`src/sv/spk_pkg.sv`:
```
`timescale 1ns / 1ps
// shared types, constants and round functions for the speck48/96 cipher
package spk_pkg;

    localparam int W          = 24;
    localparam int ROUNDS_DEF = 23;
    localparam int AW         = 4;
    localparam int DW         = 32;

    typedef logic [W-1:0] t_word;

    typedef enum logic [1:0] {
        REG_KEY0 = 2'd0,
        REG_KEY1 = 2'd1,
        REG_KEY2 = 2'd2,
        REG_KEY3 = 2'd3
    } t_reg_idx;

    localparam logic CMD_ENC = 1'b0;
    localparam logic CMD_DEC = 1'b1;

    typedef struct packed {
        logic  cmd;
        t_word lo;
        t_word hi;
    } t_blk;

    typedef struct packed {
        logic          psel;
        logic          penable;
        logic          pwrite;
        logic [AW-1:0] paddr;
        logic [DW-1:0] pwdata;
    } t_apb_req;

    function automatic t_word rotl3(input t_word x);
        return {x[W-4:0], x[W-1:W-3]};
    endfunction

    function automatic t_word rotl8(input t_word x);
        return {x[W-9:0], x[W-1:W-8]};
    endfunction

    function automatic t_word rotl16(input t_word x);
        return {x[W-17:0], x[W-1:W-16]};
    endfunction

    function automatic t_word rotl21(input t_word x);
        return {x[W-22:0], x[W-1:W-21]};
    endfunction

    function automatic t_blk enc_round(input t_blk b, input t_word rk);
        t_blk r;
        r     = b;
        r.lo  = (rotl16(b.lo) + b.hi) ^ rk;
        r.hi  = rotl3(b.hi) ^ r.lo;
        return r;
    endfunction

    function automatic t_blk dec_round(input t_blk b, input t_word rk);
        t_blk r;
        r     = b;
        r.hi  = rotl21(b.hi ^ b.lo);
        r.lo  = rotl8((b.lo ^ rk) - r.hi);
        return r;
    endfunction

endpackage

```
`src/sv/spk_round.sv`:
```
`timescale 1ns / 1ps
// one pipelined cipher round, encrypt or decrypt by the word's command bit
module spk_round (
    input  logic           i_clk,
    input  logic           i_rst_n,
    input  logic           i_en,
    input  logic           i_valid,
    input  spk_pkg::t_blk  i_blk,
    input  spk_pkg::t_word i_rk_enc,
    input  spk_pkg::t_word i_rk_dec,
    output logic           o_valid,
    output spk_pkg::t_blk  o_blk
);
    import spk_pkg::*;

    logic r_valid;
    t_blk r_blk;
    t_blk n_blk;

    always_comb begin
        if (i_blk.cmd == CMD_DEC) begin
            n_blk = dec_round(i_blk, i_rk_dec);
        end else begin
            n_blk = enc_round(i_blk, i_rk_enc);
        end
    end

    always_ff @(posedge i_clk) begin
        if (!i_rst_n) begin
            r_valid <= 1'b0;
        end else if (i_en) begin
            r_valid <= i_valid;
        end
    end

    always_ff @(posedge i_clk) begin
        if (i_en) begin
            r_blk <= n_blk;
        end
    end

    assign o_valid = r_valid;
    assign o_blk   = r_blk;

endmodule

```
`config.mk`:
```
export PLATFORM = sky130hd
export DESIGN_NAME = spk_round
export DESIGN_NICKNAME = d
export VERILOG_FILES = /design/src/sv/spk_pkg.sv /design/src/sv/spk_round.sv
export SDC_FILE = /design/constraint.sdc
export NUM_CORES = 1
export LEC_CHECK = 0
export ABC_AREA = 0
export CORE_ASPECT_RATIO = 0.6
export CORE_UTILIZATION = 60
export DETAILED_ROUTE_END_ITERATION = 12
export DONT_BUFFER_PORTS = 1
export PLACE_DENSITY = 0.74
export SETUP_SLACK_MARGIN = 0.02
export SLEW_MARGIN = 20
export SYNTH_ARGS = -nofsm -noshare
export SYNTH_HDL_FRONTEND = slang
export SYNTH_SLANG_ARGS = --single-unit
```
`constraint.sdc`:
```
create_clock -name i_clk -period 5 [get_ports i_clk]
set_clock_uncertainty 0.1 [all_clocks]
set_input_delay 1.5 -clock i_clk [delete_from_list [all_inputs] [get_ports i_clk]]
set_output_delay 1.5 -clock i_clk [all_outputs]
set_load 0.1 [all_outputs]
```
# [Yosys cells after proc, flatten, opt, wreduce, memory -nomap -nowiden]
# Index checks and enable logic that the tools add are counted.
[word_totals] output_inout_bits=50 ff_bits=50 input_bits=101 word_cells=11
[classes] bitwise_logic=4 n_addsub=2 n_mux=1
[ops] cell="$xor 24x24->24" count=4
[ops] cell="$mux 49" count=1
[ops] cell="$add 24x24->24" count=1
[ops] cell="$sub 24x24->24" count=1

# [Depth between registers and ports, before layout]
[depth] ltp_word=4 ltp_mapped=11 depth_no_buf=11

# [Worst setup path after synthesis]
# Ideal clock, no wire load.
[synth_timing] path_kind="input to register" from="input i_blk[27] (netlist bit)" to="register r_blk, in the netlist o_blk[26] (data pin)" path_buffers=0 setup_ps=270 t_required_ps=4630 cell_stages=11 slack_ps=1032 t_arrival_ps=3598 cell_sequence="xor2_1 > ha_1 > inv_1 > fa_1 > a21oi_1 > o221ai_1 > o21ai_0 > nand2_1 > a311o_1 > xnor2_1 > a21oi_1"
[synth_lines] element="start, declared" line_no="spk_round.sv:8" rtl="input spk_pkg::t_blk i_blk,"
[synth_lines] element="end signal, assigned" line_no="spk_round.sv:38" rtl="r_blk <= n_blk;"
[synth_lines] element="end, declared" line_no="spk_round.sv:17" rtl="t_blk r_blk;"

==> qor.yml <==
logic_synthesis:
  ys_seq_area_share_pct: 27.2
  yosysUniqueCellTypes: 65
  yosys_warnings: 0
  synthFlopType: "edfxtp_1"
  ys_seq_elements: 50
  synthCells: 586
  avgSynthCellArea_um2: 9.36
  async_flop_share_pct: 0
  synthesis.area_um2: 5480
  syn_nets: 735
  synth-edff-count: 49
floorplan:
  fp.coreArea_um2: 8690
  fp.dieH_um: 76.1
  pin_count: 151
  start_util_pct: 63.1
  die-area_um2: 9540
  row_count: 26
  chipWidth_um: 125
placed_design:
  place.gp.congestion: 1.03
  placed_area_um2: 5550
  portBuffers: 0
  post-dp-hpwl_um: 15200
clock_network:
  ctsHoldBuffers: 0
  cts-root-buf: "clkbuf_16"
  clk_latency_ns: 0.30
  clk_pin_slew_ns: 0.07
  cts_buffer_depth: 2
  cts_resized: 0
  cts_sinks: 50
  h-tree-depth: 2
  cts_setup_buffers: 0
  cts_tree: "built"
  numCtsBuffers: 5
critical_path:
  crit_fanout: 4
  cp-start-kind: "input pin"
  r2r-start: "o_valid"
  path_class: "input pin to register"
  worstSetupStartpoint: "i_blk[27]"
  cp_data_arrival_time_ns: 4.12
  endpoint_kind: "register"
  crit_required_ns: 4.95
  reg2reg_depth: 2
routing:
  wl_per_cell_um: 26.6
  drt_wl_total_um: 18300
  drtAntennaViolNets: 0
  drt_pass1_iterations: 9
  drc: 10
  drtIter0Drc: 569
  route.vias.total: 4720
  avgViaCountPerCell: 6.85
timing:
  post-route-period-util_pct: 83.4
  worst_pin_slew_ns: 0.969
  maxSlewHeadroom_pct: 35.5
  finalHoldViolations: 0
  period_needed_ns: 4.17
  maxSlewViolCount: 0
  setup_viol: 0
  clock.fmax_mhz: 240
  tns_ns: 0
  grt_setup_unrepaired: "false"
worst_hold_path:
  hold_depth: 2
  hp-class: "register to register"
  hp-start: "o_valid"
power:
  power_density_nw_per_um2: 425
  total_power_mw: 2.43
  p_leak_nw: 2.25
  vdd_drop_max_mv: 0.194
finish:
  layout_common_cells: "xnor2_1, a21oi_1, edfxtp_1"
  fin_area_um2: 5730
  drive_gt1_share_pct: 3.64
  n_antenna_cell: 0
  nets: 725
  multiInputGateArea_um2: 3850
  syn_to_final_growth_pct: 4.52
  seq_area_um2: 1490
  fillCellCount: 723
  final_common_cell: "xnor2_1"
run_status:
  status: "complete, but fails checks"
  violations: "DRC"
global_route:
  grt_pass1_wl_um: 26500
  grt_pass1_vias: 4240
  grt_max_degree: 83
  antenna_found_initial: 0
  grt_usage_pct: 38.4
  overflow: 0
run:
  cap_violations: 0
-- cells by family after synthesis --
| group | share of synthesized area, % |
|---|---|
| simple gates | 13.9 |
| compound gates | 16.8 |
| xor+xnor | 22.8 |
| flops | 27.2 |
| fa+ha+maj | 11.2 |
| buf+inv | 2.58 |
| mux | 5.50 |
-- flip-flops by register name, summed over array words and instances (netlist names) --
signal   cells
o_blk       49
o_valid      1
-- power breakdown --
part,internal (mW),switching [mW],total [mW]
combinational,0.342,0.501,0.843
clock,0.252,0.168,0.420
sequential,0.578,0.593,1.17
total,1.17,1.26,2.43
-- layer usage --
layer | global-route usage (%) | vias up | part of all wire [%]
met5 | 0 | - | 0
met4 | 10.2 | 0 | 2.4
met3 | 17.0 | 41 | 16
met2 | 50.7 | 348 | 38
met1 | 55.7 | 2208 | 44
li1 | - | 2123 | -
-- synthesized netlist by cell type, types with 6 or more instances --
library cell | n | share of area [%]
inv_1 | 17 | 1.2
xor2_1 | 48 | 7.7
nor2_1 | 35 | 2.4
edfxtp_1 | 49 | 27
mux2i_1 | 29 | 5.3
and3_1 | 6 | 0.68
xnor2_1 | 79 | 13
nand2_1 | 39 | 2.7
nand3_1 | 18 | 1.6
a21o_1 | 8 | 1.1
clkbuf_1 | 13 | 0.89
a21oi_1 | 54 | 4.9
nor3_1 | 7 | 0.64
o21ai_0 | 24 | 2.2
nor2b_1 | 6 | 0.68
a211oi_1 | 9 | 1.2
nand4_1 | 8 | 0.91
ha_1 | 46 | 10
-- layout make-up --
| class | instances | share of cell area [%] |
|---|---|---|
| multi-input cells | 501 | 67.2 |
| flip-flops and latches | 50 | 26.0 |
| well taps | 112 | 2.44 |
| clock buffers | 6 | 2.42 |
| inverters | 17 | 1.11 |
| clock inverters | 2 | 0.677 |
| repair buffers | 1 | 0.131 |
-- critical path, stage by stage --
cell,delay (ns)
xor2_1,0.24
ha_1,0.22
inv_1,0.06
fa_1,0.39
a21oi_1,0.24
o221ai_1,0.25
o21ai_0,0.48
a211oi_1,0.24
a21oi_1,0.23
xor2_1,0.19
a21oi_1,0.09
-- metrics by stage --
step | utilization, % | setup WS [ns] | hold slack (ns) | std cells
3_5_place_dp | 63.9 | 0.605 | 0.913 | 681
4_1_cts | 66.0 | 0.897 | 0.916 | 689
5_1_grt | 66.0 | 0.654 | 0.990 | 689
6_report | 66.0 | 0.831 | 0.913 | 689
3_3_place_gp | 63.9 | 0.676 | 0.900 | 681
2_1_floorplan | - | 1.03 | 0.881 | 586
-- final timing paths --
path	to	slack, ns
min reg2reg	o_valid	0.91
min	o_valid	0.91
max	o_blk[28]	0.83
max reg2reg	o_valid	3.59
Power figures use the tool's default switching activity.
