<file path="config.mk">
export PLATFORM = sky130hd
export DESIGN_NAME = spk_outbuf_flat
export DESIGN_NICKNAME = d
export VERILOG_FILES = /design/src/sv/spk_pkg.sv /design/src/sv/spk_if.sv /design/src/sv/spk_outbuf.sv /design/src/flat_wrapper.sv
export SDC_FILE = /design/constraint.sdc
export NUM_CORES = 1
export LEC_CHECK = 0
export BUFFER_PORTS_ARGS = -buffer_cell sky130_fd_sc_hd__buf_2
export CAP_MARGIN = 20
export CELL_PAD_IN_SITES_DETAIL_PLACEMENT = 1
export CELL_PAD_IN_SITES_GLOBAL_PLACEMENT = 1
export CORE_MARGIN = 5
export CORE_UTILIZATION = 40
export DETAILED_ROUTE_END_ITERATION = 7
export PLACE_DENSITY = 0.75
export SETUP_SLACK_MARGIN = 0.4
export SLEW_MARGIN = 30
export SYNTH_ARGS = -nofsm -noshare
export SYNTH_HDL_FRONTEND = slang
export SYNTH_SLANG_ARGS = --single-unit
export TNS_END_PERCENT = 1
</file>
<file path="constraint.sdc">
create_clock -name i_clk -period 3.3 [get_ports i_clk]
set_input_delay 0.66 -clock i_clk [delete_from_list [all_inputs] [get_ports i_clk]]
set_output_delay 0.66 -clock i_clk [all_outputs]
set_load 0.03 [all_outputs]
</file>
<file path="src/sv/spk_pkg.sv">
`timescale 1ns / 1ps
// shared types, constants and round functions for the speck48/96 cipher
package spk_pkg;

    localparam int W          = 24;
    localparam int ROUNDS_DEF = 23;
    localparam int AW         = 4;
    localparam int DW         = 32;

    typedef logic [W-1:0] t_word;

    typedef enum logic [1:0] {
        REG_KEY0 = 2'd0,
        REG_KEY1 = 2'd1,
        REG_KEY2 = 2'd2,
        REG_KEY3 = 2'd3
    } t_reg_idx;

    localparam logic CMD_ENC = 1'b0;
    localparam logic CMD_DEC = 1'b1;

    typedef struct packed {
        logic  cmd;
        t_word lo;
        t_word hi;
    } t_blk;

    typedef struct packed {
        logic          psel;
        logic          penable;
        logic          pwrite;
        logic [AW-1:0] paddr;
        logic [DW-1:0] pwdata;
    } t_apb_req;

    function automatic t_word rotl3(input t_word x);
        return {x[W-4:0], x[W-1:W-3]};
    endfunction

    function automatic t_word rotl8(input t_word x);
        return {x[W-9:0], x[W-1:W-8]};
    endfunction

    function automatic t_word rotl16(input t_word x);
        return {x[W-17:0], x[W-1:W-16]};
    endfunction

    function automatic t_word rotl21(input t_word x);
        return {x[W-22:0], x[W-1:W-21]};
    endfunction

    function automatic t_blk enc_round(input t_blk b, input t_word rk);
        t_blk r;
        r     = b;
        r.lo  = (rotl16(b.lo) + b.hi) ^ rk;
        r.hi  = rotl3(b.hi) ^ r.lo;
        return r;
    endfunction

    function automatic t_blk dec_round(input t_blk b, input t_word rk);
        t_blk r;
        r     = b;
        r.hi  = rotl21(b.hi ^ b.lo);
        r.lo  = rotl8((b.lo ^ rk) - r.hi);
        return r;
    endfunction

endpackage

</file>
<file path="src/sv/spk_if.sv">


interface spk_out_if;
    logic                valid;
    logic                ready;
    logic [spk_pkg::W-1:0] result_lo;
    logic [spk_pkg::W-1:0] result_hi;

    modport source (output valid, output result_lo, output result_hi, input ready);
    modport sink (input valid, input result_lo, input result_hi, output ready);
endinterface

</file>
<file path="src/sv/spk_outbuf.sv">
`timescale 1ns / 1ps
// output register with one skid entry, decouples the pipeline from the receiver
module spk_outbuf (
    input  logic           i_clk,
    input  logic           i_rst_n,
    input  logic           i_valid,
    input  spk_pkg::t_blk  i_blk,
    output logic           o_en,
    spk_out_if.source      o_out
);
    import spk_pkg::*;

    logic  r_out_v, r_sk_v;
    t_blk  r_out, r_sk;
    logic  n_out_v, n_sk_v;
    t_blk  n_out, n_sk;
    logic  take;
    logic  arrive;

    always_comb begin
        o_en    = !r_sk_v;
        take    = r_out_v & o_out.ready;
        arrive  = i_valid & o_en;
        n_out_v = r_out_v;
        n_sk_v  = r_sk_v;
        n_out   = r_out;
        n_sk    = r_sk;
        if (r_sk_v) begin
            if (take) begin
                n_out  = r_sk;
                n_sk_v = 1'b0;
            end
        end else if (arrive) begin
            if (!r_out_v || take) begin
                n_out   = i_blk;
                n_out_v = 1'b1;
            end else begin
                n_sk   = i_blk;
                n_sk_v = 1'b1;
            end
        end else if (take) begin
            n_out_v = 1'b0;
        end
    end

    always_ff @(posedge i_clk) begin
        if (!i_rst_n) begin
            r_out_v <= 1'b0;
            r_sk_v  <= 1'b0;
        end else begin
            r_out_v <= n_out_v;
            r_sk_v  <= n_sk_v;
        end
    end

    always_ff @(posedge i_clk) begin
        r_out <= n_out;
        r_sk  <= n_sk;
    end

    assign o_out.valid     = r_out_v;
    assign o_out.result_lo = r_out.lo;
    assign o_out.result_hi = r_out.hi;

`ifndef SYNTH
    a_skid_behind_out: assert property (@(posedge i_clk) disable iff (!i_rst_n)
        r_sk_v |-> r_out_v)
        else $error("skid entry held while output register empty");

    a_stall_freezes: assert property (@(posedge i_clk) disable iff (!i_rst_n)
        (r_sk_v && !o_out.ready) |=> (r_sk_v && r_out_v && $stable(r_sk)))
        else $error("skid entry changed while receiver stalled");
`endif

endmodule

</file>
<file path="src/flat_wrapper.sv">
// flat-port wrapper written by rule: the top's interface ports become plain ports
module spk_outbuf_flat import spk_pkg::*;
  (i_clk, i_rst_n, i_valid, i_blk, o_en, o_out_valid, o_out_result_lo, o_out_result_hi, o_out_ready);
  spk_out_if o_out_i ();
  input  logic i_clk;
  input  logic i_rst_n;
  input  logic i_valid;
  input  spk_pkg::t_blk i_blk;
  output logic o_en;
  output wire logic [$bits(o_out_i.valid)-1:0] o_out_valid;
  output wire logic [$bits(o_out_i.result_lo)-1:0] o_out_result_lo;
  output wire logic [$bits(o_out_i.result_hi)-1:0] o_out_result_hi;
  input wire logic [$bits(o_out_i.ready)-1:0] o_out_ready;
  assign o_out_valid = o_out_i.valid;
  assign o_out_result_lo = o_out_i.result_lo;
  assign o_out_result_hi = o_out_i.result_hi;
  assign o_out_i.ready = o_out_ready;
  spk_outbuf u_core (.i_clk(i_clk), .i_rst_n(i_rst_n), .i_valid(i_valid), .i_blk(i_blk), .o_en(o_en), .o_out(o_out_i));
endmodule
</file>
# --- After elaboration in Yosys (flattened, before gate mapping) ---
# Cells that the tools add are included.
# W data, S select, Z words.
totals:
  inputBits: 53
  elab_cells: 32
  regBits: 98
op_classes:
  n_mux: 11
  n_bitwise: 4
  n_eq_ne: 2
  n_reduce_logical: 9
ops:
  columns: ["op", "n"]
  rows:
  - ["$mux W48", 4]
  - ["$reduce_and A3 Y1", 3]
  - ["$mux W1", 7]
  - ["$reduce_bool A2 Y1", 3]
  - ["$ne A2 B2 Y1 const B", 2]
  - ["$and A1 B1 Y1", 2]
  - ["$logic_not A1 Y1", 2]
  - ["$not A1 Y1", 2]
  - ["$logic_or A1 B1 Y1", 1]

# --- Depth between registers and ports, before layout ---
# Gate-level depths: netlist of run 1.
depth:
  word_depth: 5
  mapped_depth: 4
  ltp_nobuf: 2

# --- Worst setup path after synthesis of run 1 ---
# Ideal clock, no wire load.
synth_path:
  kind: "input to register"
  start: "in i_valid"
  end: "reg u_core.r_out (netlist bit u_core.o_out.result_hi[0]) (enable)"
  cell_stages: 2
  required_time_ns: 2.830
  slack_ns: -0.257
  arrival_time_ns: 3.088
  n_path_buf: 0
  cell_sequence: "mux2i_1 > a21oi_1"
synth_via:
  elab_chain_len: 3
synth_rtl:
  columns: ["item", "line", "rtl"]
  rows:
  - ["start, declared", "flat_wrapper.sv:7", "input logic i_valid;"]
  - ["$and A1 B1 Y1", "spk_outbuf.sv:23", "arrive = i_valid & o_en;"]
  - ["$reduce_bool A2 Y1 (no source line)", null, null]
  - ["$reduce_and A3 Y1 (no source line)", null, null]
  - ["end signal, assigned", "spk_outbuf.sv:57", "r_out <= n_out;"]
  - ["end, declared", "spk_outbuf.sv:14", "t_blk r_out, r_sk;"]
# Every way passes these cells.
# A chain may end at the register's enable or synchronous reset.

# --- Worst setup path after layout of run 1 ---
layout_path:
  start: "reg u_core.r_sk_v"
  end: "reg u_core.r_out (netlist bit u_core.o_out.result_hi[2]) (enable)"
layout_via:
  elab_chain_len: 4
  word_cells_on_any_way: 6
  cone_classes: "eq/ne: 1; bitwise: 1; reduce/logical: 4"
layout_rtl:
  columns: ["item", "line", "rtl"]
  rows:
  - ["start, declared", "spk_outbuf.sv:13", "logic r_out_v, r_sk_v;"]
  - ["start signal, assigned", "spk_outbuf.sv:52", "r_sk_v <= n_sk_v;"]
  - ["$logic_not A1 Y1", "spk_outbuf.sv:21", "o_en = !r_sk_v;"]
  - ["$and A1 B1 Y1", "spk_outbuf.sv:23", null]
  - ["$reduce_bool A2 Y1 (no source line)", null, null]
  - ["$reduce_and A3 Y1 (no source line) *", null, null]
# Every way passes the cells marked *; elsewhere a longest branch is shown, timed or not.

==> impl_metrics.json, run 1 <==
{
  "rsz0062_at_grt": "no",
  "finalSetupTns_ns": 0,
  "worstSetupPathType": "flop to flop",
  "initial_core_util_pct": 41.1,
  "drtAntennaViolNets": 0,
  "hold_class": "input pin to flop",
  "seqPwrFrac_pct": 57.2,
  "finalHoldViolCount": 0,
  "grt_max_degree": 30,
  "outcome": "complete, no violations",
  "drt-met1-wl_um": 2850,
  "tritoncts": "built",
  "startpoint_type": "flop",
  "dpl.hpwl_um": 4990,
  "maxSlewViolCount": 0,
  "path_clk_slew_ns": 0.10,
  "ir_worst_vdd_mv": 0.282,
  "drv_cap": 0,
  "r2r_slack_ns": 1.18,
  "coreArea_mm2": 0.00928,
  "period_share_pct": 64.3,
  "drive_gt1_share_pct": 61.3,
  "die_x_um": 108,
  "die_h_um": 108,
  "power.internal_mw": 1.95,
  "period_minus_slack_ns": 2.12,
  "syn_to_final_growth_pct": 21.3,
  "synthTopCellsByArea": "edfxtp_1, mux2_4, buf_12",
  "syn_area_per_cell_um2": 23.3,
  "setup_viol": 0,
  "powerDensity_mw_per_mm2": 561,
  "root_buffer": "clkbuf_8",
  "synth_async_sr_flop_share_pct": 0,
  "worst_pin_slew_ns": 0.625,
  "overflow": 0,
  "synth_top_area_share_pct": 75.5,
  "yosysTopAreaCell": "edfxtp_1",
  "finClkSkew_ns": 0.0126,
  "worstPathRequired_ns": 3.33,
  "floorplan.die_area_mm2": 0.0116,
  "insertion_delay_ns": 0.35,
  "ctsLongestPathBuffers": 2,
  "post_cts_resize_count": 0,
  "ys_top_cells_by_count": "edfxtp_1, mux2_4, buf_12",
  "grt_usage_pct": 12.2,
  "power_leakage_nw": 1.80,
  "cpLargestDelayFamily": "flip-flops",
  "p_sw_mw": 0.649,
  "ys_ff_latch": 98,
  "wl_met2_um": 3620,
  "wl_um": 6880,
  "crit_slowest_cell": "dfxtp_4",
  "grt_pass1_vias": 2063,
  "ys_seq_area_share_pct": 76.6,
  "cp_max_fo": 29,
  "ys.flop_type": "edfxtp_1",
  "yosysWarnings": 0,
  "h-tree-depth": 3,
  "drt_iter0_markers": 63,
  "relSlewSlack_pct": 58.3,
  "cts_sinks": 98,
  "path_cells": "mux2i_1, a21oi_4, buf_4",
  "first_pass_iters": 4,
  "wl_per_cell_um": 16.9,
  "netlist_instances": 164,
  "nFillCells": 912,
  "vias": 1836,
  "antenna_found_initial": 0,
  "syn-cell-area_mm2": 0.00382,
  "ctsHoldBuffers": 0,
  "synth_most_common_cell": "edfxtp_1",
  "gp_congestion": 0.690,
  "syn_nets": 217,
  "rows": 35,
  "fmax_ghz": 0.471,
  "ios": 103,
  "cp_num_buf_inv": 1,
  "vias_per_cell": 4.50,
  "finalPower_mw": 2.60,
  "numPortBuffers": 101,
  "synth_edf_count": 96,
  "n_antenna_cell": 0,
  "cpPeakStageDelay_ns": 0.69,
  "cp_data_arrival_time_ns": 2.15,
  "switching_share_pct": 25.0,
  "yosysUniqueCellTypes": 15,
  "crit_path_end_kind": "flop",
  "grt_pass1_wl_um": 10700,
  "routed.top_layer": "met4",
  "whs_ns": 0.494,
  "pwr-share-comb_pct": 13.2,
  "p_clk_share_pct": 29.7,
  "drc_errors": 0,
  "cts_made_buffers": 9,
  "post_cts_buffers": 0,
  "fin_nets": 327,
  "dr_wl_met3_um": 354
}
==> power by group through the flow <==
stage | logic, mW | clock network (mW) | registers (mW)
final | 0.342 | 0.772 | 1.49
after global placement | 0.341 | 0 | 1.51
after global routing | 0.363 | 0.864 | 1.49
after floorplan | 0.141 | 0 | 1.61
after CTS | 0.349 | 0.801 | 1.49
after detailed placement | 0.349 | 0 | 1.52
==> worst reg2reg max path: stages (launching register included) <==
cell and delay, ns:
dfxtp_4 0.69, mux2i_1 0.21, a21oi_4 0.52, buf_4 0.38
==> flip-flops by register name (all words and copies together), names as in the netlist <==
signal	flops
u_core.o_out.result_hi	24
u_core.o_out.result_lo	24
u_core.o_out.valid	1
u_core.r_sk	48
u_core.r_sk_v	1
==> layout make-up <==
type / count / area, µm² / area share (%)
Clock inverter: 7 / 73.8 / 1.59
Multi-Input combinational cell: 57 / 785 / 16.9
Inverter: 3 / 11.3 / 0.243
Clock buffer: 9 / 124 / 2.68
Sequential cell: 98 / 2930 / 63.2
Timing Repair Buffer: 105 / 548 / 11.8
Tap cell: 129 / 161 / 3.49
==> cell families (layout without fill, tap and decap cells) <==
group / Yosys count / count (layout) / share of synthesized area [%]
and+or+nand+nor: 4 / 4 / 0.688
AOI/OAI and AO/OA: 4 / 4 / 0.590
buffers and inverters: 9 / 124 / 3.21
DFF: 98 / 98 / 76.6
muxes: 49 / 49 / 18.9
==> final timing paths <==
check / startpoint / end / cells after the start
setup / recovery: u_core.r_sk_v / u_core.o_out.result_hi[2] / 3
hold / removal: i_blk[25] / u_core.r_sk[25] / 1
setup reg to reg: u_core.r_sk_v / u_core.o_out.result_hi[2] / 3
hold reg to reg: u_core.r_sk[40] / u_core.o_out.result_lo[16] / 1
==> cell usage in the layout, fill, tap and decap left out <==
| master | Yosys | routed |
|---|---|---|
| o21ai_0 | 1 | 1 |
| dfxtp_4 | 0 | 1 |
| buf_12 | 5 | 1 |
| nand2_1 | 1 | 1 |
| mux2_2 | 2 | 2 |
| nor2b_1 | 1 | 1 |
| and4_2 | 0 | 1 |
| bufinv_16 | 0 | 1 |
| nand3b_1 | 1 | 1 |
| a21oi_1 | 2 | 1 |
| buf_4 | 0 | 3 |
| clkinv_2 | 0 | 1 |
| inv_6 | 0 | 4 |
| buf_2 | 0 | 101 |
| edfxtp_1 | 96 | 96 |
| mux2_4 | 46 | 46 |
| mux2i_1 | 1 | 1 |
| a211oi_1 | 1 | 1 |
| a21oi_4 | 0 | 1 |
| dfxtp_1 | 2 | 1 |
| inv_1 | 3 | 3 |
| clkinv_1 | 0 | 1 |
| clkbuf_8 | 0 | 9 |
==> stage by stage <==
step / instance area, µm² / setup WS, ns / std cells / util [%]
3_5_place_dp: 4430 / 1.09 / 392 / 47.7
4_1_cts: 4630 / 1.12 / 408 / 49.9
5_1_grt: 4630 / 1.01 / 408 / 49.9
2_1_floorplan: 3820 / 0.811 / 164 / -
3_3_place_gp: 4430 / 1.12 / 392 / 47.7
6_report: 4630 / 1.18 / 408 / 49.9
==> metal layers <==
| layer | global-route usage [%] | up-vias |
|---|---|---|
| met3 | 3.36 | 4 |
| met1 | 14.1 | 909 |
| li1 | - | 865 |
| met4 | 4.87 | 0 |
| met5 | 0 | - |
| met2 | 21.4 | 58 |
No activity file was read; power rests on OpenSTA's default activity.
==> inputs of run 2 (changes only) <==
- CORE_UTILIZATION: 40 -> 44
- PLACE_DENSITY: 0.75 -> 0.79
- clock period: 3.3 -> 2 ns (I/O delays scaled with it)
==> run 2 against run 1 <==
  * Combinational power increased by 77%
  * Clock power is 85% higher
  * Sequential power up 64%
  * Die area shrank 8.3%
  * Critical path depth fell by 1
  * Clock skew shrank 0.0021 ns
  * Non-clock buffer count up 6
  * Cell count decreased by 3.7%
  * Global-route usage increased by 2.2 points
  * Sequential cell count is the same
  * Clock-buffer cell count stayed put
  * Routed wire length rose by 8.6%
==> impl_metrics.json, run 2 (same netlist as run 1, synthesis figures left out) <==
{
  "grt_pass1_vias": 2050,
  "die_x_um": 103,
  "die_h_um": 103,
  "fin_nets": 333,
  "whs_ns": 0.222,
  "syn_to_final_growth_pct": 23.2,
  "finalPower_mw": 4.48,
  "crit_slowest_cell": "dfxtp_4",
  "multi_input_area_um2": 786,
  "wl_per_cell_um": 19.0,
  "wl_um": 7470,
  "cts_made_buffers": 9,
  "hold_class": "input pin to flop",
  "path_clk_slew_ns": 0.10,
  "worstPathRequired_ns": 1.60,
  "h-tree-depth": 3,
  "antenna_found_initial": 0,
  "worst_pin_slew_ns": 0.311,
  "first_pass_iters": 4,
  "dp_cells": 373,
  "drt_iter0_markers": 57,
  "numPortBuffers": 101,
  "worstSetupPathType": "flop to output pin",
  "startpoint_type": "flop",
  "setup_viol": 0,
  "rsz0062_at_grt": "no",
  "power_leakage_nw": 1.85,
  "instances_no_fill": 393,
  "period_share_pct": 70.6,
  "crit_path_end_kind": "output pin",
  "initial_core_util_pct": 44.4,
  "period_minus_slack_ns": 1.41,
  "grt_usage_pct": 14.4,
  "coreArea_mm2": 0.00859,
  "maxSlewViolCount": 0,
  "drc_errors": 0,
  "fin_ws_ns": 0.588,
  "cp_data_arrival_time_ns": 1.01,
  "top_register": "u_core.r_sk",
  "dpl_cell_area_mm2": 0.00445,
  "relSlewSlack_pct": 78.7,
  "dp_slack_ns": 0.415,
  "finalSetupTns_ns": 0,
  "nFillCells": 799,
  "drtAntennaViolNets": 0,
  "path_cells": "inv_1, buf_2",
  "register_area_mm2": 0.00293,
  "fmax_ghz": 0.708,
  "drv_cap": 0,
  "n_antenna_cell": 0,
  "cp_max_fo": 6,
  "grt_max_degree": 49,
  "finalHoldViolCount": 0,
  "cts_sinks": 98,
  "post_cts_resize_count": 0,
  "final_common_cell": "buf_2",
  "cpLargestDelayFamily": "flip-flops",
  "floorplan.die_area_mm2": 0.0106,
  "vias": 1935,
  "dpl.hpwl_um": 5140,
  "ir_worst_vdd_mv": 0.431,
  "gp_congestion": 0.659,
  "drive_gt1_share_pct": 62.5,
  "ctsLongestPathBuffers": 2,
  "rows": 34,
  "final_cell_mix": "buf_2, edfxtp_1, mux2_4",
  "overflow": 0,
  "vias_per_cell": 4.92,
  "largest_reg_flops": 48,
  "powerDensity_mw_per_mm2": 952,
  "grt_pass1_wl_um": 11100,
  "fin_util_pct": 54.7,
  "insertion_delay_ns": 0.36,
  "design_area_mm2": 0.00470,
  "ios": 103,
  "outcome": "complete, no violations",
  "finClkSkew_ns": 0.0106,
  "tritoncts": "built",
  "cpPeakStageDelay_ns": 0.38,
  "root_buffer": "clkbuf_8",
  "cp_num_buf_inv": 2
}
==> run 2: cell count changes in the layout (fill, tap and decap cells not counted), sizes merged <==
cell,before,now
buf,105,111
bufinv,1,2
clkinv,2,1
clkinvlp,0,2
inv,7,5
==> run 2: final timing paths <==
check / slack, ns / startpoint / cells past startpoint / end
min: 0.22 / i_blk[32] / 1 / u_core.r_sk[32]
max reg2reg: 0.64 / u_core.r_sk_v / 3 / u_core.o_out.result_lo[4]
max: 0.59 / u_core.r_sk_v / 2 / o_en
min reg2reg: 0.54 / u_core.o_out.valid / 2 / u_core.o_out.valid
==> run 2: final cells by class <==
class | instances | area share, %
flip-flops and latches | 98 | 62.3
multi-input cells | 57 | 16.7
repair buffers | 111 | 13.1
well taps | 108 | 2.87
clock buffers | 9 | 2.63
clock inverters | 7 | 2.15
inverters | 3 | 0.239
==> run 2: layer usage <==
metal | wire length (µm) | GRT usage [%] | vias to the layer above | share of wire, %
met5 | 0 | 0 | - | 0
met2 | 3740 | 24.0 | 85 | 50
met3 | 528 | 3.11 | 11 | 7.1
li1 | - | - | 876 | -
met1 | 3120 | 18.0 | 963 | 42
met4 | 88 | 6.27 | 0 | 1.2
==> run 2: timing repair <==
item                       4_1_cts  5_1_grt
setup buffers                    4        0
hold buffers                     0        0
setup endpoints to repair        1        0
==> run 2: power breakdown <==
group	leakage [nW]	switching [mW]	internal (mW)
Sequential	0.917	0.0356	2.40
Clock	0.107	0.717	0.718
Combinational	0.822	0.363	0.242
Total	1.85	1.12	3.36
