[src/sv/spk_pkg.sv]
`timescale 1ns / 1ps
// shared types, constants and round functions for the speck48/96 cipher
package spk_pkg;

    localparam int W          = 24;
    localparam int ROUNDS_DEF = 23;
    localparam int AW         = 4;
    localparam int DW         = 32;

    typedef logic [W-1:0] t_word;

    typedef enum logic [1:0] {
        REG_KEY0 = 2'd0,
        REG_KEY1 = 2'd1,
        REG_KEY2 = 2'd2,
        REG_KEY3 = 2'd3
    } t_reg_idx;

    localparam logic CMD_ENC = 1'b0;
    localparam logic CMD_DEC = 1'b1;

    typedef struct packed {
        logic  cmd;
        t_word lo;
        t_word hi;
    } t_blk;

    typedef struct packed {
        logic          psel;
        logic          penable;
        logic          pwrite;
        logic [AW-1:0] paddr;
        logic [DW-1:0] pwdata;
    } t_apb_req;

    function automatic t_word rotl3(input t_word x);
        return {x[W-4:0], x[W-1:W-3]};
    endfunction

    function automatic t_word rotl8(input t_word x);
        return {x[W-9:0], x[W-1:W-8]};
    endfunction

    function automatic t_word rotl16(input t_word x);
        return {x[W-17:0], x[W-1:W-16]};
    endfunction

    function automatic t_word rotl21(input t_word x);
        return {x[W-22:0], x[W-1:W-21]};
    endfunction

    function automatic t_blk enc_round(input t_blk b, input t_word rk);
        t_blk r;
        r     = b;
        r.lo  = (rotl16(b.lo) + b.hi) ^ rk;
        r.hi  = rotl3(b.hi) ^ r.lo;
        return r;
    endfunction

    function automatic t_blk dec_round(input t_blk b, input t_word rk);
        t_blk r;
        r     = b;
        r.hi  = rotl21(b.hi ^ b.lo);
        r.lo  = rotl8((b.lo ^ rk) - r.hi);
        return r;
    endfunction

endpackage

[src/sv/spk_key_sched.sv]
`timescale 1ns / 1ps
// key registers, register port decode and iterative round key expansion
module spk_key_sched #(
    parameter int ROUNDS = spk_pkg::ROUNDS_DEF
) (
    input  logic                  i_clk,
    input  logic                  i_rst_n,
    input  spk_pkg::t_apb_req     i_apb,
    output logic [spk_pkg::DW-1:0] o_prdata,
    output logic                  o_busy,
    output spk_pkg::t_word        o_rk [ROUNDS]
);
    import spk_pkg::*;

    localparam int CW   = (ROUNDS > 1) ? $clog2(ROUNDS) : 1;
    localparam int LAST = (ROUNDS > 1) ? ROUNDS - 2 : 0;

    t_word          r_key [4];
    logic           r_start;
    logic           r_busy;
    logic [CW-1:0]  r_cnt;
    t_word          r_s0, r_s1, r_s2;
    t_word          r_cur;
    t_word          r_rk [ROUNDS];

    logic           wr;
    t_reg_idx       ridx;
    t_word          m;
    t_word          nxt;

    always_comb begin
        wr   = i_apb.psel & i_apb.penable & i_apb.pwrite;
        ridx = t_reg_idx'(i_apb.paddr[3:2]);
        m    = (rotl16(r_s0) + r_cur) ^ W'(r_cnt);
        nxt  = rotl3(r_cur) ^ m;
    end

    always_comb begin
        unique case (ridx)
            REG_KEY0: o_prdata = DW'(r_key[0]);
            REG_KEY1: o_prdata = DW'(r_key[1]);
            REG_KEY2: o_prdata = DW'(r_key[2]);
            REG_KEY3: o_prdata = DW'(r_key[3]);
            default:  o_prdata = '0;
        endcase
    end

    always_ff @(posedge i_clk) begin
        if (!i_rst_n) begin
            for (int k = 0; k < 4; k++) begin
                r_key[k] <= '0;
            end
        end else if (wr) begin
            r_key[ridx] <= i_apb.pwdata[W-1:0];
        end
    end

    always_ff @(posedge i_clk) begin
        if (!i_rst_n) begin
            r_start <= 1'b1;
            r_busy  <= 1'b0;
            r_cnt   <= '0;
        end else begin
            r_start <= wr;
            if (r_start) begin
                r_busy <= (ROUNDS > 1);
                r_cnt  <= '0;
            end else if (r_busy) begin
                r_cnt <= r_cnt + CW'(1);
                if (r_cnt == CW'(LAST)) begin
                    r_busy <= 1'b0;
                end
            end
        end
    end

    always_ff @(posedge i_clk) begin
        if (r_start) begin
            r_s0     <= r_key[1];
            r_s1     <= r_key[2];
            r_s2     <= r_key[3];
            r_cur    <= r_key[0];
            r_rk[0]  <= r_key[0];
        end else if (r_busy) begin
            r_s0                 <= r_s1;
            r_s1                 <= r_s2;
            r_s2                 <= m;
            r_cur                <= nxt;
            r_rk[r_cnt + CW'(1)] <= nxt;
        end
    end

    assign o_busy = r_start | r_busy;
    assign o_rk   = r_rk;

`ifndef SYNTH
    a_cnt_range: assert property (@(posedge i_clk) disable iff (!i_rst_n)
        r_busy |-> (r_cnt <= CW'(LAST)))
        else $error("key expansion counter past last step");

    a_write_restarts: assert property (@(posedge i_clk) disable iff (!i_rst_n)
        wr |=> o_busy)
        else $error("key write did not restart expansion");
`endif

endmodule

[config.mk]
export PLATFORM = sky130hd
export DESIGN_NAME = spk_key_sched
export DESIGN_NICKNAME = d
export VERILOG_FILES = /design/src/sv/spk_pkg.sv /design/src/sv/spk_key_sched.sv
export SDC_FILE = /design/constraint.sdc
export NUM_CORES = 1
export LEC_CHECK = 0
export ABC_AREA = 1
export CORE_ASPECT_RATIO = 1.1
export CORE_MARGIN = 2
export CORE_UTILIZATION = 32
export DETAILED_ROUTE_END_ITERATION = 8
export DONT_BUFFER_PORTS = 1
export SYNTH_ARGS = -nofsm -noshare
export SYNTH_HDL_FRONTEND = slang
export SYNTH_SLANG_ARGS = --single-unit
[constraint.sdc]
create_clock -name i_clk -period 4.55 [get_ports i_clk]
set_clock_uncertainty 0.05 [all_clocks]
set_input_delay 0 -clock i_clk [delete_from_list [all_inputs] [get_ports i_clk]]
set_output_delay 0 -clock i_clk [all_outputs]
set_load 0.1 [all_outputs]
# Word level (Yosys, flattened, before mapping)
# Memories as Yosys holds them, arrays and structs flattened.
# Cells that the tools add are included.
totals:
  regBits: 655
  mem_bits_rw: 96
  word_cells: 77
  mem_count: 1
classes:
  add_sub_neg: 2
  order_cmp: 2
  n_eq_ne: 4
  mux: 24
  bitwise_logic: 8
  reduce_logical: 6
mem_list:
  columns: ["name", "words", "word_bits", "read_ports", "rd_ports_with_merged_regs", "write_ports", "line_no", "source"]
  rows:
  - ["r_key", 4, 24, 4, 0, 4, "spk_key_sched.sv:18", "t_word r_key [4];"]
ops:
  columns: ["cell", "n"]
  rows:
  - ["bitwise mux 552 bit", 1]
  - ["two-way mux 552 bit", 1]
  - ["two-way mux 24 bit", 11]
  - ["case mux 32 bit (4 select lines)", 1]
  - ["demux 24 bit (select 5 bit)", 1]
  - ["adder 24 bit", 1]
  - ["OR reduction 24 bit", 1]
  - ["XOR 24 bit", 1]
  - ["XOR 24 x 5 -> 24 bit", 1]
  - ["two-way mux 1 bit", 8]
  - ["greater-or-equal comparator 6 bit (second input constant)", 1]
  - ["less-than comparator 6 x 1 -> 1 bit (second input constant)", 1]
  - ["NOT 5 -> 6 bit", 1]
  - ["adder 5 x 1 -> 5 bit (second input constant)", 1]
  - ["== test 5 bit (second input constant)", 1]
  - ["== test 2 bit (second input constant)", 2]
  - ["bitwise AND 1 bit", 2]
  - ["== test 2 x 1 -> 1 bit (second input constant)", 1]
  - ["logical NOT 2 bit", 1]
  - ["two-way mux 2 bit", 1]
  - ["NOT 1 bit", 2]
  - ["AND reduction 2 bit", 1]
  - ["nonzero test 2 bit", 1]
  - ["OR reduction 2 bit", 1]
  - ["2 further kinds", 2]

# Longest topological paths before layout
# Gate-level depths: netlist of run 1.
logic_depth:
  word_depth: 9
  mapped_depth: 15
  depth_no_buf: 15

# Worst setup path after synthesis of run 1
# No wires, ideal clock.
synth_path:
  path_kind: "register to register"
  start: "register r_start"
  end: "register r_cur[0], enable pin"
  setup_time_ns: 0.479
  arrival_time_ns: 3.303
  slack_ns: 0.719
  stages_incl_launch_ff: 5
  period_less_slack_ns: 3.831
  cell_sequence: "dfxtp_1 clkbuf_1 clkbuf_1 nor2_1 inv_1"
synth_via:
  elab_chain_len: 1
synth_lines:
  columns: ["element", "line_no", "source"]
  rows:
  - ["from (decl)", "spk_key_sched.sv:19", "logic r_start;"]
  - ["from (signal assigned)", "spk_key_sched.sv:64", "r_start <= wr;"]
  - ["nonzero test 2 bit (no source line)", null, null]
  - ["to (signal assigned)", "spk_key_sched.sv:82", "r_cur <= r_key[0];"]
  - ["to (signal assigned)", "spk_key_sched.sv:88", "r_cur <= nxt;"]
  - ["to (decl)", "spk_key_sched.sv:23", "t_word r_cur;"]
# No other way between the ends.
# A chain may end at the register's enable or synchronous reset.

# Worst setup path in the final report of run 1
layout_path:
  start: "register r_cur[5]"
  end: "register r_rk, in the netlist o_rk[225] (data pin)"
layout_via:
  elab_chain_len: 4
layout_lines:
  columns: ["element", "line_no", "source"]
  rows:
  - ["adder 24 bit", "spk_key_sched.sv:34", "m = (rotl16(r_s0) + r_cur) ^ W'(r_cnt);"]
  - ["XOR 24 x 5 -> 24 bit", "spk_key_sched.sv:34", null]
  - ["XOR 24 bit", "spk_key_sched.sv:35", "nxt = rotl3(r_cur) ^ m;"]
  - ["named net nxt[9]", "spk_key_sched.sv:29", "t_word nxt;"]
  - ["bitwise mux 552 bit", "spk_key_sched.sv:89", "r_rk[r_cnt + CW'(1)] <= nxt;"]
  - ["to (signal, indexed assignment)", "spk_key_sched.sv:89", null]
  - ["to (decl)", "spk_key_sched.sv:24", "t_word r_rk [ROUNDS];"]
# The timed path passes the listed nets, and every way through them passes these cells.

==> metrics.md, run 1 <==
| Metric | Value |
|---|---|
| Status | finished clean |
| Clk pin slew, worst setup/hold paths | 60 ps |
| PwrDens | 621 nW/µm² |
| Post-route DRC | 0 |
| XOR/XNOR Fraction of Synth Area | 0.874% |
| First-pass GRT wire length | 113000 µm |
| Hold-critical path depth | 2 |
| Reg2Reg Depth | 9 |
| Max-slew violation count | 0 |
| CP Class | reg -> reg |
| Post-synth top area cell | edfxtp_1 |
| Final worst slack | 1200 ps |
| Total global-route track usage | 18.0% |
| Core Util, Final | 37.4% |
| Vias in the first global route | 14700 |
| CP Launch Type | flop |
| Cell variety after synth | 38 |
| Syn Inst Count | 1877 |
| Worst-skew pair later-pin latency | 620 ps |
| Nets@finish | 2053 |
| Post-synth EDFFs | 744 |
| Pre-CTS setup slack | 1230 ps |
| Die height | 312 µm |
| GPL Wtd Cong | 0.918 |
| Grt ovf | 0 |
| Crit-path cells | ha_1 -> nand2_1 -> nor2_2 -> nand3_1 -> nand3_1 -> xor2_1 -> inv_1 -> nand2_1 -> and2_1 |
| DP HPWL | 55600 µm |
| Top post-synthesis cells by count | edfxtp_1, nand2_1, inv_1, nor2_1, nand3_1 |
| Final Hold Fails | 0 |
| Combinational group share of total power | 20.7% |
| Mux cell area share after synthesis | 0% |
| Num CTS Buffers | 73 |
| Final period utilization | 73.6% |
| Max Cap Viol | 0 |
| Sequential share of the synthesized area | 81.3% |
| CP max FO | 22 |
| Buffers on Ports | 0 |
| IR drop worst, VDD | 385 µV |
| Max Fclk | 299 MHz |
| Clock Tree Root | clkbuf_16 |
| Max stage delay cell, worst path | and2_1 |
| Hold crit path type | in -> reg |
| Die X | 284 µm |
| Slew headroom | 21.2% |
| Most common cell in the netlist | edfxtp_1 |
| Synth Flop Type | edfxtp_1 |
| Largest family of logic cells by synthesized area | simple AND/OR/NAND/NOR gates |
| Area delta synth->final | 16.3% |
| Clock power frac | 29.5% |
| Yosys top cell area share | 80.8% |
| 1st-iter DRT viols | 1604 |
| P_leak | 11.6 nW |
| Synth Area in Compound Gates | 1.37% |
| Via density | 4.88 |
| Initial Utilization | 32.2% |
| DRT antenna net count | 0 |
| Area fraction in and, or, nand and nor cells after synthesis | 12.2% |
| Slew @ Worst Pin | 1180 ps |
| Min Clock Period, post-route | 3350 ps |
| Worst Setup End Kind | flop |
| FF+latch count, synth | 751 |
| Via Count | 15600 |
| Buffers & Inverters on Critical Path | 1 |
| Pre-antenna DRT Iters | 5 |
| CTS tree | done |
| Placement Cell Area | 29600 µm² |
| Layout cells sized above 1 | 10.4% |
| Ys async rst share | 0% |
| Rows | 113 |
| P_sw | 0.00656 W |
| Final Routed Wirelength | 82900 µm |
| Synth Area in Adders | 1.34% |
| Top post-synthesis cells by area | edfxtp_1, nand2_1, inv_1, nor2_1, ha_1 |
| Post-Syn Area | 27600 µm² |
| Synth Area per Inst | 14.7 µm² |
| Sequential power share | 49.8% |
| H-Tree Level Count | 3 |
| Core ar. | 86000 µm² |
| Critical Path AT | 3540 ps |
| Setup tns final | 0 ps |
| Final instance area | 32100 µm² |
| WP depth | 9 |
| # fillers | 8067 |
| Setup-failing EPs final | 0 |
| Fin Hold WS | 24.0 ps |
| Initial antenna violation count | 1 |
| CP top delay family | simple AND/OR/NAND/NOR gates |
| Max Root-Sink Buffers | 3 |
| Int Pwr | 0.0134 W |
| Clock sinks | 751 |
| Wire per inst | 26.0 µm |
| Yosys warns | 0 |
| Crit-path max cell delay | 870 ps |
| Worst EP required | 4740 ps |
| Largest net degree at the start of global routing | 79 |
| RSZ-0062 raised after global routing | false |
| Full die area | 88700 µm² |
| Count of boundary I/O pins | 626 |
| Switching Share | 32.8% |
[sequential cells by signal, summed over array words and instances (netlist names)]
name     flops
o_rk       552
r_busy       1
r_cnt        5
r_cur       24
r_key       96
r_s0        24
r_s1        24
r_s2        24
r_start      1
[placed cells by master (no fill, tap or decap), types with 5 or more instances in the layout]
cell type	instances
nand3_2	9
nor3_1	9
a31oi_1	6
dlygate4sd3_1	26
o2111ai_2	5
nor2_1	121
nand2_1	521
ha_1	28
clkbuf_16	74
a21oi_1	16
nand3_1	61
xor2_1	10
xnor2_1	7
dfxtp_1	6
buf_4	40
edfxtp_1	744
nand3b_1	5
and2_1	18
clkbuf_1	19
inv_1	144
conb_1	8
nand4_1	25
clkinv_2	8
clkinv_1	13
nor2_4	23
o21ai_0	34
[layout make-up]
class | instances | area, µm² | share of cell area, %
sequential | 751 | 22500 | 69.9
inverter | 151 | 569 | 1.77
multi-input combinational | 936 | 4680 | 14.6
tap | 1150 | 1440 | 4.48
clock inverter | 33 | 362 | 1.12
antenna | 1 | 2.50 | 0.00779
clock buffer | 96 | 1960 | 6.11
timing repair buffer | 70 | 641 | 1.99
[worst register-to-register path, delay by kind of cell, from the launching register on]
family | cells | cell delay, ps
AND/OR/NAND/NOR | 6 | 1550
flip-flops | 1 | 480
adder cells (fa/ha/maj) | 1 | 400
XOR/XNOR | 1 | 340
buffers and inverters | 1 | 120
[routing by layer]
metal  up-vias  global-route usage (%)  wire [µm]
li1       6741                       -          -
met1      7783                    21.1      30800
met2       886                    31.6      42500
met3       160                    4.42       6440
met4         2                    7.46       3220
met5         -                       0         13
[logic make-up (layout without fill, tap and decap cells)]
group | after synthesis | count (layout)
compound gates | 68 | 68
xor+xnor | 25 | 25
fa+ha+maj | 29 | 29
buf+inv | 197 | 350
flops | 751 | 751
other cells | 1 | 9
simple gates | 806 | 806
[per-stage QoR]
stage          total power (W)  std cells
3_5_place_dp            0.0143       3032
3_3_place_gp            0.0142       3032
6_report                0.0200       3188
5_1_grt                 0.0208       3187
2_1_floorplan           0.0121       1884
4_1_cts                 0.0201       3187
[final timing paths]
path | start | slack, ps | to
min | i_apb[37] | 20 | r_key[3][11]
max reg2reg | r_cur[5] | 1200 | o_rk[225]
max | r_cur[5] | 1200 | o_rk[225]
min reg2reg | r_s1[17] | 450 | r_s0[17]
[power by group through the flow]
stage                     sequential, W  clock [W]  combinational (W)
after floorplan                 0.00998          0            0.00216
after global placement           0.0101          0            0.00408
after detailed placement         0.0101          0            0.00417
after CTS                       0.00996    0.00599            0.00419
after global routing            0.00998    0.00626            0.00452
final                           0.00995    0.00588            0.00414
[what timing repair did]
item | CTS | global route
endpoints found under the setup margin | 0 | 0
hold buffers | 26 | 0
hold endpoints to repair | 175 | 0
resized for setup | 0 | 0
setup buffers | 0 | 0
(Power assumes the default switching activity.)
==> run 2, diff against run 1 <==
==> constraint.sdc (replaced) <==
create_clock -name i_clk -period 2.84 [get_ports i_clk]
set_clock_uncertainty 0.05 [all_clocks]
set_input_delay 0 -clock i_clk [delete_from_list [all_inputs] [get_ports i_clk]]
set_output_delay 0 -clock i_clk [all_outputs]
set_load 0.1 [all_outputs]
==> run 2 against run 1 <==
Final cell count is 2.3% higher. Utilization is 1.2 points higher. Die area stayed put. Total power is 65% higher. Routed wire length is 2.0% higher. Sequential share of layout area is 2.2 points lower. Clock power is 63% higher.
==> metrics.md, run 2 (synthesis gave the netlist of run 1 again) <==
| Metric | Value |
|---|---|
| CP Class | reg -> reg |
| Total global-route track usage | 18.5% (+0.50 points) |
| Combinational group share of total power | 22.7% (+2.0 points) |
| Critical Path AT | 2980 ps (-560 ps) |
| Clock Tree Root | clkbuf_16 |
| Final Hold Fails | 0 (unchanged) |
| Largest net degree at the start of global routing | 104 (+32%) |
| CP Launch Type | flop |
| Slew headroom | 20.7% (-0.46 points) |
| M1 wire length | 30900 µm (+0.30%) |
| Max Root-Sink Buffers | 3 (unchanged) |
| CTS tree | done |
| Switching Share | 32.7% (-0.11 points) |
| Full die area | 88700 µm² (unchanged) |
| Clock sinks | 751 (unchanged) |
| Sequential power share | 48.2% (-1.6 points) |
| Max Used Layer | met4 |
| Final Routed Wirelength | 84600 µm (+2.0%) |
| Grt ovf | 0 (unchanged) |
| Int Pwr | 0.0222 W (+65%) |
| Initial Utilization | 32.2% (unchanged) |
| Buffers on Ports | 0 (unchanged) |
| DP HPWL | 57700 µm (+3.8%) |
| Worst r2r src | r_cur[6] |
| Pwr Total | 0.0329 W (+65%) |
| RSZ-0062 raised after global routing | false |
| CP max FO | 23 (+4.5%) |
| R2R setup slack | 170 ps (-1030 ps) |
| Max Fclk | 374 MHz (+25%) |
| Initial antenna violation count | 2 (+1) |
| H-Tree Level Count | 3 (unchanged) |
| Vias in the first global route | 15100 (+2.3%) |
| Core ar. | 86000 µm² (unchanged) |
| Hold-critical path depth | 3 (+1) |
| Most common cell after layout, fill and taps aside | edfxtp_1 |
| Num CTS Buffers | 75 (+2.7%) |
| Met3 wire len | 6790 µm (+5.5%) |
| Layout cells sized above 1 | 13.3% (+2.9 points) |
| Reg2Reg Depth | 9 (unchanged) |
| Hold crit path type | in -> reg |
| DRT antenna net count | 0 (unchanged) |
| Metal2 WL | 44300 µm (+4.3%) |
| Hold_sp | i_apb[36] |
| Min Clock Period, post-route | 2670 ps (-676 ps) |
| WHS Endpoint | r_start |
| RR Endpoint | o_rk[129] |
| Area delta synth->final | 20.1% |
| Setup tns final | 0 ps (unchanged) |
| Via density | 4.88 (about the same) |
| Via Count | 15900 (+2.2%) |
| P_leak | 12.1 nW (+4.3%) |
| Clock power frac | 29.1% (-0.4 points) |
| Wire per inst | 25.9 µm (-0.26%) |
| First-pass GRT wire length | 117000 µm (+3.2%) |
| Rows | 113 (unchanged) |
| Clk pin slew, worst setup/hold paths | 60 ps (about the same) |
| Max Cap Viol | 0 (unchanged) |
| Nets@finish | 2125 (+3.5%) |
| Max FFs per register | 552 (unchanged) |
| IR drop worst, VDD | 495 µV (+29%) |
| Worst-skew pair later-pin latency | 640 ps (+20 ps) |
| Max-slew violation count | 0 (unchanged) |
| Slew @ Worst Pin | 1190 ps (+6.84 ps) |
| Status | finished clean |
| GPL Wtd Cong | 0.886 (-3.5%) |
| Worst Setup End Kind | flop |
| Worst EP required | 3150 ps (-1590 ps) |
| Die X | 284 µm (unchanged) |
| PwrDens | 992 nW/µm² (+60%) |
| P_sw | 0.0108 W (+64%) |
| Pre-antenna DRT Iters | 6 (+1) |
| Count of boundary I/O pins | 626 (unchanged) |
| Final period utilization | 94.1% (+21 points) |
| Setup-failing EPs final | 0 (unchanged) |
| Post-route DRC | 0 (unchanged) |
| Die height | 312 µm (unchanged) |
| 1st-iter DRT viols | 1677 (+4.6%) |
| Most frequent cells in the layout | edfxtp_1, nand2_1, inv_1, nor2_1, clkbuf_16 |
run 2: cell count changes in the layout (fill, tap and decap cells not counted), moves of 3 or more:
cell	before	now
buf_12	4	37
buf_4	40	65
dlygate4sd3_1	26	37
clkbuf_1	19	13
clkinv_1	13	19
clkinv_8	4	0
clkbuf_8	3	0
clkinvlp_4	0	3
ha_1	28	25
run 2: layer usage:
metal  up-vias  GRT usage, %
met1      7977          22.0
met5         -             0
met2       926          33.1
li1       6881             -
met4         0          6.70
met3       129          3.76
run 2: repair_timing:
item / CTS / global route
resized for setup: 0 / 7
setup endpoints to repair: 0 / 111
hold buffers: 37 / 0
hold endpoints to repair: 199 / 0
setup buffers: 0 / 1
run 2: worst max-delay path by stage:
stage | start | to | slack [ps] | cells after the start
5_1_grt | r_cur[8] | o_rk[238] | 7 | 14
3_5_place_dp | r_cur[6] | o_rk[347] | 160 | 12
4_1_cts | r_cur[0] | o_rk[64] | 150 | 13
3_3_place_gp | r_cur[0] | o_rk[64] | 180 | 15
6_report | r_cur[6] | o_rk[129] | 170 | 9
2_1_floorplan | r_start | r_cur[0] | -160 | 4
run 2: through the flow:
step | cell area (µm²) | util, % | instances | setup slack (ps) | hold slack (ps)
5_1_grt | 33200 | 38.6 | 3260 | 7.23 | 68.2
3_5_place_dp | 30400 | 35.4 | 3090 | 159 | 31.8
3_3_place_gp | 30400 | 35.4 | 3090 | 183 | 25.0
6_report | 33200 | 38.6 | 3261 | 167 | 44.0
2_1_floorplan | 27700 | - | 1884 | -162 | 20.0
4_1_cts | 33200 | 38.6 | 3259 | 146 | 0.631
run 2: worst max-delay path, cell delays in order, from the launching register on:
cell      delay [ps]
edfxtp_1         440
ha_1             400
nand2_1          130
nor2_2           210
nand3_1          120
nand3_1          150
xor2_1           340
nand2_1          150
and2_1           220
buf_12           160
run 2: power groups by stage:
stage	Combinational, W	Sequential [W]	Clock (W)
after floorplan	0.00347	0.0160	0
after global placement	0.00735	0.0161	0
after detailed placement	0.00754	0.0161	0
after CTS	0.00762	0.0159	0.00978
after global routing	0.00820	0.0159	0.0102
final	0.00749	0.0159	0.00958
run 2: area by class of cell:
| type | count | area [µm²] |
|---|---|---|
| clock inverter | 43 | 429 |
| inverter | 151 | 571 |
| fill | 7994 | 52800 |
| timing repair buffer | 140 | 1610 |
| multi-input combinational | 936 | 4710 |
| clock buffer | 89 | 1950 |
| antenna | 1 | 2.50 |
| sequential | 751 | 22500 |
| tap | 1150 | 1440 |
==> run 3, diff against run 2 <==
--- a/config.mk
+++ b/config.mk
@@ -6,11 +6,12 @@
 export NUM_CORES = 1
 export LEC_CHECK = 0
 export ABC_AREA = 1
-export CORE_ASPECT_RATIO = 1.1
+export CORE_ASPECT_RATIO = 1.4
 export CORE_MARGIN = 2
-export CORE_UTILIZATION = 32
+export CORE_UTILIZATION = 46
 export DETAILED_ROUTE_END_ITERATION = 8
 export DONT_BUFFER_PORTS = 1
+export PLACE_DENSITY_LB_ADDON = 0.05
 export SYNTH_ARGS = -nofsm -noshare
 export SYNTH_HDL_FRONTEND = slang
 export SYNTH_SLANG_ARGS = --single-unit
==> run 3 against run 2 <==
Via count fell by 1.9%. Combinational power about the same. Flip-flop and latch count stayed put. Utilization grew 16 points. Total power increased by 0.54%. Clock-buffer cell count fell by 11. Die area shrank 30%. Sequential power about the same. Non-clock buffer count is 13 higher. Critical path depth is 1 higher.
==> metrics.md, run 3 (synthesis gave the netlist of run 1 again) <==
| Metric | Value |
|---|---|
| Status | finished clean |
| Buffers & Inverters on Critical Path | 2 (+1) |
| Switching Share | 31.6% (-1.2 points) |
| Count of boundary I/O pins | 626 (unchanged) |
| Die height | 294 µm (-5.8%) |
| Layout cells sized above 1 | 14.7% (+1.4 points) |
| DP HPWL | 60200 µm (+4.3%) |
| Largest net degree at the start of global routing | 100 (-3.8%) |
| Clock power frac | 29.6% (+0.5 points) |
| Initial antenna violation count | 1 (-1) |
| Final Routed Wirelength | 85100 µm (+0.61%) |
| Pre-antenna DRT Iters | 5 (-1) |
| P_sw | 0.0105 W (-3.1%) |
| Final worst slack | 119 ps (-47.7 ps) |
| Max-slew violation count | 0 (unchanged) |
| Buffers on Ports | 0 (unchanged) |
| Clock sinks | 751 (unchanged) |
| CP Launch Type | flop |
| Worst Setup End Kind | flop |
| PwrDens | 1010 nW/µm² (+1.8%) |
| Wire per inst | 29.7 µm (+14%) |
| Area delta synth->final | 18.7% |
| CTS tree | done |
| First-pass GRT wire length | 115000 µm (-1.5%) |
| Most frequent cells in the layout | edfxtp_1, nand2_1, inv_1, nor2_1, buf_4 |
| Crit-path cells | ha_1 -> nand2_1 -> nor2_2 -> nand3_1 -> nand3_1 -> xor2_2 -> buf_4 -> nand2_1 -> and2_1 -> buf_12 |
| Max FFs per register | 552 (unchanged) |
| Full die area | 62100 µm² (-30%) |
| Nets@finish | 2133 (+0.38%) |
| Max Cap Viol | 0 (unchanged) |
| Setup-failing EPs final | 0 (unchanged) |
| Combinational group share of total power | 22.5% (-0.2 points) |
| Finished Layout Cells | 2869 (-12%) |
| Rows | 106 (-6.2%) |
| Min Clock Period, post-route | 2720 ps (+47.7 ps) |
| Inst Count DP | 2714 (-12%) |
| Worst EP required | 3130 ps (-20 ps) |
| CP top delay family | simple AND/OR/NAND/NOR gates |
| Most common cell after layout, fill and taps aside | edfxtp_1 |
| GPL Wtd Cong | 0.928 (+4.8%) |
| Worst-skew pair later-pin latency | 610 ps (-30 ps) |
| Post-route DRC | 0 (unchanged) |
| Setup tns final | 0 ps (unchanged) |
| Int Pwr | 0.0227 W (+2.3%) |
| Clk pin slew, worst setup/hold paths | 60 ps (about the same) |
| Slew @ Worst Pin | 1190 ps (-4.63 ps) |
| Total global-route track usage | 26.9% (+8.4 points) |
| Via density | 5.44 (+11%) |
| H-Tree Level Count | 3 (unchanged) |
| Max stage delay cell, worst path | edfxtp_1 |
| CP max FO | 22 (-4.3%) |
| Die X | 211 µm (-26%) |
| IR drop worst, VDD | 556 µV (+12%) |
| Critical Path AT | 3010 ps (+30 ps) |
| Final Hold Fails | 0 (unchanged) |
| Initial Utilization | 46.4% (+14 points) |
| Core ar. | 59500 µm² (-31%) |
| Pre-CTS setup slack | 15.7 ps (-143 ps) |
| Final instance area | 32800 µm² (-1.2%) |
| Placement Cell Area | 30000 µm² (-1.3%) |
| Max Root-Sink Buffers | 3 (unchanged) |
| Hold crit path type | in -> reg |
| Max Fclk | 368 MHz (-1.8%) |
| Final period utilization | 95.8% (+1.7 points) |
| Via Count | 15600 (-1.9%) |
| 1st-iter DRT viols | 1345 (-20%) |
| Clock Tree Root | clkbuf_16 |
| Slew headroom | 21.0% (+0.31 points) |
| Crit-path max cell delay | 470 ps (+30 ps) |
| CP Class | reg -> reg |
| P_leak | 12.1 nW (+0.53%) |
| Grt ovf | 0 (unchanged) |
| Num CTS Buffers | 70 (-6.7%) |
| Sequential power share | 47.9% (-0.3 points) |
| Vias in the first global route | 14900 (-1.0%) |
| DRT antenna net count | 0 (unchanged) |
| Antenna diode count | 0 (-1) |
run 3: cell count changes in the layout (fill, tap and decap cells not counted), sizes merged:
cell / change
buf: +19
clkinv: -15
clkbuf: -11
bufinv: +9
clkinvlp: +6
dlygate4sd3: -6
diode: -1
inv: +1
run 3: power groups by stage:
stage | registers [W] | clock network (W) | logic, W
floorplan | 0.0160 | 0 | 0.00347
global route | 0.0159 | 0.0104 | 0.00807
finish | 0.0159 | 0.00979 | 0.00746
CTS | 0.0159 | 0.00994 | 0.00748
global placement | 0.0161 | 0 | 0.00735
detailed placement | 0.0161 | 0 | 0.00741
run 3: repair_timing:
action                                 4_1_cts  5_1_grt
pin swaps                                    1        0
resized for setup                            0       11
endpoints found under the hold margin      199        0
buffers inserted                             2        0
hold buffers                                31        0
setup endpoints to repair                    5      137
run 3: path summary, 6_finish.rpt:
kind              cells past startpoint          end  slack, ps       from
hold reg to reg                       2      r_s1[4]        460    r_s2[4]
hold / removal                        5  r_key[2][0]         70  i_apb[36]
setup / recovery                     10    o_rk[321]        120   r_cur[6]
setup reg to reg                     10    o_rk[321]        120   r_cur[6]
run 3: area by class of cell:
cell class	count	area, µm²
inverters	151	571
multi-input cells	936	4720
flip-flops and latches	751	22500
clock buffers	78	1780
well taps	756	946
repair buffers	153	1670
fillers	4741	26800
clock inverters	44	616
run 3: worst reg2reg max path, cell delays in order, from the launching register on:
cell and delay (ps):
edfxtp_1 470, ha_1 420, nand2_1 130, nor2_2 220
nand3_1 100, nand3_1 190, xor2_2 270, buf_4 170
nand2_1 70, and2_1 190, buf_12 160
run 3: through the flow:
stage	power, W	util [%]	hold WS (ps)
floorplan	0.0195	-	20.0
global placement	0.0234	50.4	23.0
detailed placement	0.0235	50.4	29.8
CTS	0.0333	55.0	39.6
global route	0.0343	55.1	95.3
finish	0.0331	55.1	68.0
run 3: layer usage:
| metal | routed length [µm] | share of wire, % | track usage, % | vias to the layer above |
|---|---|---|---|---|
| li1 | - | - | - | 6888 |
| met1 | 30900 | 36 | 31.1 | 7900 |
| met2 | 45400 | 53 | 48.5 | 686 |
| met3 | 5470 | 6.4 | 5.60 | 132 |
| met4 | 3310 | 3.9 | 10.9 | 0 |
| met5 | 0 | 0 | 0 | - |
